`config.mk`:
```
export PLATFORM = sky130hd
export DESIGN_NAME = dezp_exp_term
export DESIGN_NICKNAME = d
export VERILOG_FILES = /design/src/hdl/dezp_pkg.sv /design/src/hdl/dezp_exp_term.sv
export SDC_FILE = /design/constraint.sdc
export NUM_CORES = 2
export LEC_CHECK = 0
export ABC_AREA = 0
export BUFFER_PORTS_ARGS = -buffer_cell sky130_fd_sc_hd__buf_4
export CORE_MARGIN = 2
export CORE_UTILIZATION = 45
export CTS_CLUSTER_SIZE = 14
export DETAILED_ROUTE_END_ITERATION = 8
export PLACE_DENSITY = 0.68
export RECOVER_POWER = 25
export SYNTH_ARGS = -nofsm -noshare
export SYNTH_HDL_FRONTEND = slang
export SYNTH_SLANG_ARGS = --single-unit
export TNS_END_PERCENT = 100
```
`constraint.sdc`:
```
create_clock -name clk -period 22.7 [get_ports clk]
set_clock_uncertainty 0.1 [all_clocks]
set_input_delay 4.54 -clock clk [delete_from_list [all_inputs] [get_ports clk]]
set_output_delay 4.54 -clock clk [all_outputs]
set_load 0.02 [all_outputs]
```
`src/hdl/dezp_pkg.sv`:
```
// shared widths, fit coefficients, pipeline record and rounding helper for the effective-z pipeline
`default_nettype none
package dezp_pkg;

  localparam int IN_W      = 17;  // transmission field width
  localparam int RATIO_W   = 17;  // log ratio output field
  localparam int Z_W       = 15;  // effective z output field
  localparam int LOG_FRAC  = 24;  // fraction bits of -log2
  localparam int PW        = 5;   // leading-one position
  localparam int M_W       = 31;  // Q1.30 mantissa
  localparam int NW        = 29;  // -log2 value, 5 integer and 24 fraction bits
  localparam int R24W      = 25;  // ratio moved to Q.24
  localparam int YW        = 27;  // exponent argument
  localparam int TW        = 30;  // taylor term
  localparam int SW        = 33;  // taylor sum
  localparam int VW        = 33;  // term times argument, before division
  localparam int RCP_W     = 34;  // reciprocal of the term index
  localparam int RCP_SH    = 33;
  localparam int Z48W      = 57;  // fit result in Q.48
  localparam int EXP_TERMS = 40;

  localparam logic [Z_W-1:0] Z_MAX = 15'd25600;

  // fit coefficients in Q.24, rounded to nearest
  localparam logic [29:0] CQ_A =
    30'((64'd490410047271 * 64'd16777216 + 64'd5000000000) / 64'd10000000000);
  localparam logic [28:0] CQ_B =
    29'((64'd200870450228 * 64'd16777216 + 64'd5000000000) / 64'd10000000000);
  localparam logic [24:0] CQ_C =
    25'((64'd1380531631 * 64'd16777216 + 64'd500000000) / 64'd1000000000);
  localparam logic [23:0] CE_M =
    24'((64'd9456060664 * 64'd16777216 + 64'd5000000000) / 64'd10000000000);
  localparam logic [25:0] CE_K =
    26'((64'd3306075377 * 64'd16777216 + 64'd500000000) / 64'd1000000000);

  typedef struct packed {
    logic            valid;
    logic [R24W-1:0] r24;
    logic [YW-1:0]   y;
    logic [TW-1:0]   term;
    logic [SW-1:0]   sum;
  } exp_t;

  // Q.48 to Q.8 with round half up, saturated
  function automatic logic [Z_W-1:0] round_sat(input logic [Z48W-1:0] z);
    logic [Z48W:0]    t;
    logic [Z48W-40:0] z8;
    t  = {1'b0, z} + ((Z48W+1)'(1) << 39);
    z8 = t[Z48W:40];
    if (z8 > (Z48W-39)'(Z_MAX)) begin
      return Z_MAX;
    end else begin
      return z8[Z_W-1:0];
    end
  endfunction

endpackage
`default_nettype wire

```
`src/hdl/dezp_exp_term.sv`:
```
// one taylor term of exp: multiply by the argument, divide by the term index, accumulate
`default_nettype none
module dezp_exp_term #(
  parameter int N = 1
) (
  input  wire logic          clk,
  input  wire logic          rst_n,
  input  wire logic          en,
  input  wire dezp_pkg::exp_t din,
  output dezp_pkg::exp_t      dout
);
  import dezp_pkg::*;

  localparam logic [RCP_W-1:0] RCP = RCP_W'((64'd1 << RCP_SH) / N);
  localparam logic [5:0]       NC  = 6'(N);

  logic            a_v_r, b_v_r;
  logic [R24W-1:0] a_r24_r, b_r24_r;
  logic [YW-1:0]   a_y_r, b_y_r;
  logic [SW-1:0]   a_sum_r, b_sum_r;
  logic [Z48W-1:0] a_p_r;
  logic [VW-1:0]   b_v33_r;
  logic [VW+RCP_W-1:0] b_p2_r;

  logic [VW-1:0]   v_nxt;
  logic [VW-1:0]   q0;
  logic [VW+5:0]   qn;
  logic [VW-1:0]   rem;
  logic [VW-1:0]   q;

  assign v_nxt = a_p_r[Z48W-1:LOG_FRAC];

  // reciprocal estimate is exact or one short
  assign q0  = b_p2_r[VW+RCP_SH-1:RCP_SH];
  assign qn  = q0 * NC;
  assign rem = b_v33_r - qn[VW-1:0];
  assign q   = (rem >= VW'(N)) ? q0 + VW'(1) : q0;

  always_ff @(posedge clk) begin
    if (!rst_n) begin
      a_v_r      <= 1'b0;
      b_v_r      <= 1'b0;
      dout.valid <= 1'b0;
    end else if (en) begin
      a_v_r      <= din.valid;
      b_v_r      <= a_v_r;
      dout.valid <= b_v_r;
    end
  end

  always_ff @(posedge clk) begin
    if (en) begin
      a_r24_r   <= din.r24;
      a_y_r     <= din.y;
      a_sum_r   <= din.sum;
      a_p_r     <= din.term * din.y;
      b_r24_r   <= a_r24_r;
      b_y_r     <= a_y_r;
      b_sum_r   <= a_sum_r;
      b_v33_r   <= v_nxt;
      b_p2_r    <= v_nxt * RCP;
      dout.r24  <= b_r24_r;
      dout.y    <= b_y_r;
      dout.term <= q[TW-1:0];
      dout.sum  <= b_sum_r + q;
    end
  end

endmodule
`default_nettype wire

```
==> results.sh <==
export IMPL_worst_path_max_fanout=31
export IMPL_gp_congestion=0.886
export IMPL_preCtsSetupSlack_ps=10920
export IMPL_hold_violations=0
export IMPL_numPortBuffers=234
export IMPL_cts_tree="yes"
export IMPL_cts_resized=0
export IMPL_synth_distinct_cells=66
export IMPL_syn_cell_area_um2=37800
export IMPL_synth_nets=4551
export IMPL_synth_flop_cell="edfxtp_1"
export IMPL_grt_pass1_vias=26000
export IMPL_clock_fmax_mhz=88.8
export IMPL_die_x_um=294
export IMPL_postCtsHoldBufs=0
export IMPL_dieArea_um2=86300
export IMPL_num_vias=24500
export IMPL_final_common_cell="inv_1"
export IMPL_first_pass_iters=5
export IMPL_grt_first_pass_wirelength_um=146000
export IMPL_period_needed_ps=11270
export IMPL_antenna_found_initial=3
export IMPL_cts_root_buf="clkbuf_16"
export IMPL_drt_iter0_drc=1765
export IMPL_yosysSeqAreaShare_pct=28.1
export IMPL_cp_start_kind="input port"
export IMPL_placementRows=106
export IMPL_gr_total_overflow=0
export IMPL_clock_latency_ps=520
export IMPL_cp_arrival_ps=11440
export IMPL_avgViaCountPerCell=5.20
export IMPL_synth_async_reset_ratio_pct=0
export IMPL_clk_pin_slew_worst_paths_ps=60
export IMPL_die_height_um=294
export IMPL_ios=235
export IMPL_tightest_slew_ps=984
export IMPL_worstSetupPathType="input port to register"
export IMPL_synth_edf_count=351
export IMPL_final_nets=4650
export IMPL_setup_tns_ps=0
export IMPL_setup_ws_ps=11430
export IMPL_area_growth_pct=9.35
export IMPL_cap_violations=0
export IMPL_relSlewSlack_pct=34.4
export IMPL_core_um2=83400
export IMPL_clkSinkCount=354
export IMPL_hpwl_um=69200
export IMPL_drive_above_1_share_pct=8.21
export IMPL_critPathCaptureType="register"
export IMPL_slew_viol_final=0
export IMPL_holdCritPathClass="register to register"
export IMPL_status="completed"
export IMPL_ant_nets=0
export IMPL_grt_max_degree=126
export IMPL_drc_errors=0
export IMPL_htreeDepth=2
export IMPL_setup_viol=0
export IMPL_cts_buffers=34
export IMPL_wl_um=92700
export IMPL_syn_area_per_cell_um2=10.8
export IMPL_wl_per_cell_um=19.7
export IMPL_mostFrequentLayoutCells="inv_1, fa_1, nand2_1"
export IMPL_yosys_warnings=0
export IMPL_rsz0062_at_grt="no"
export IMPL_synth_cells=3510
export IMPL_final_period_utilization_pct=49.6
export IMPL_cts_setup_buffers=0
export IMPL_grt_usage_pct=22.0
export IMPL_synth_seq_cells=354
export IMPL_required_ps=22870
export IMPL_cts_buffer_depth=3
export IMPL_start_util_pct=45.3
through the flow:
stage | std cells | util (%) | hold WS, ps | cell area [µm²]
after floorplan | 3510 | - | 300 | 37800
after global placement | 4653 | 48.2 | 300 | 40200
after detailed placement | 4653 | 48.2 | 305 | 40200
after CTS | 4709 | 49.5 | 295 | 41300
after global routing | 4710 | 49.5 | 305 | 41300
final | 4710 | 49.5 | 304 | 41300
state kept, by name, summed over array words and instances (netlist names):
register / count
dout: 116
a_p_r: 33
a_sum_r: 33
b_sum_r: 33
b_v33_r: 33
a_y_r: 27
b_y_r: 27
a_r24_r: 25
b_r24_r: 25
a_v_r: 1
b_v_r: 1
kinds of logic after synthesis:
kind of cell	Yosys count	synth area share, %
AOI/OAI and AO/OA	220	4.02
adders and majority gates	922	44.4
muxes	5	0.133
DFF	354	28.1
buffers and inverters	983	9.81
xor gates and xnor gates	62	1.44
and+or+nand+nor	964	12.1
cell usage after synthesis (13+ instances only):
cell type	number	share of area, %
fa_1	699	37
a21oi_1	63	0.83
nand2_1	549	5.5
o21bai_1	14	0.28
nor3_1	13	0.17
xnor2_1	38	0.88
inv_1	809	8.0
ha_1	223	7.4
edfxtp_1	351	28
clkbuf_1	163	1.6
xor2_1	24	0.56
a21o_1	42	0.83
nor2_1	33	0.33
nand3_1	16	0.21
o21ai_0	20	0.27
and2_1	302	5.0
final timing paths:
| check | from | cells after the start | end | slack [ps] |
|---|---|---|---|---|
| worst min register to register | a_p_r[34]$_DFFE_PP_ | 0 | b_v33_r[10]$_DFFE_PP_ | 300 |
| worst min-delay path | a_p_r[34]$_DFFE_PP_ | 0 | b_v33_r[10]$_DFFE_PP_ | 300 |
| worst max register to register | b_v33_r[0]$_DFFE_PP_ | 12 | dout[32]$_DFFE_PP_ | 19180 |
| worst max-delay path | din[66] | 24 | a_p_r[50]$_DFFE_PP_ | 11430 |
final cells by class:
cell class                 count  area [µm²]
tap                         1080        1350
multi-input combinational   2173       23500
clock buffer                  42         881
timing repair buffer         237        1790
fill                        7398       42100
clock inverter                14         179
antenna                        1        2.50
sequential                   354       10600
inverter                     809        3040
worst max-delay path: stages:
cell       delay, ps
buf_4            360
nand2_1          150
fa_1             560
inv_1             60
fa_1             560
inv_1             70
fa_1             500
fa_1             520
inv_1             50
fa_1             450
fa_1             520
inv_1             60
fa_1             580
inv_1             70
ha_1             390
a21o_1           240
a31oi_2          220
o2111ai_1        150
a221oi_2         340
nor3_1           150
a41o_1           300
a211o_2          340
a21oi_2          150
xnor2_1           70
per-layer routing:
layer / part of all wire, % / GRT usage [%] / wire, µm
met1: 41 / 30.1 / 38400
met2: 45 / 34.5 / 41600
met3: 11 / 6.24 / 10200
met4: 2.7 / 6.12 / 2480
met5: 0.025 / 0 / 23
Power is not shown: default switching activity piles up to over one toggle a cycle in this logic, so the estimate is an artifact.
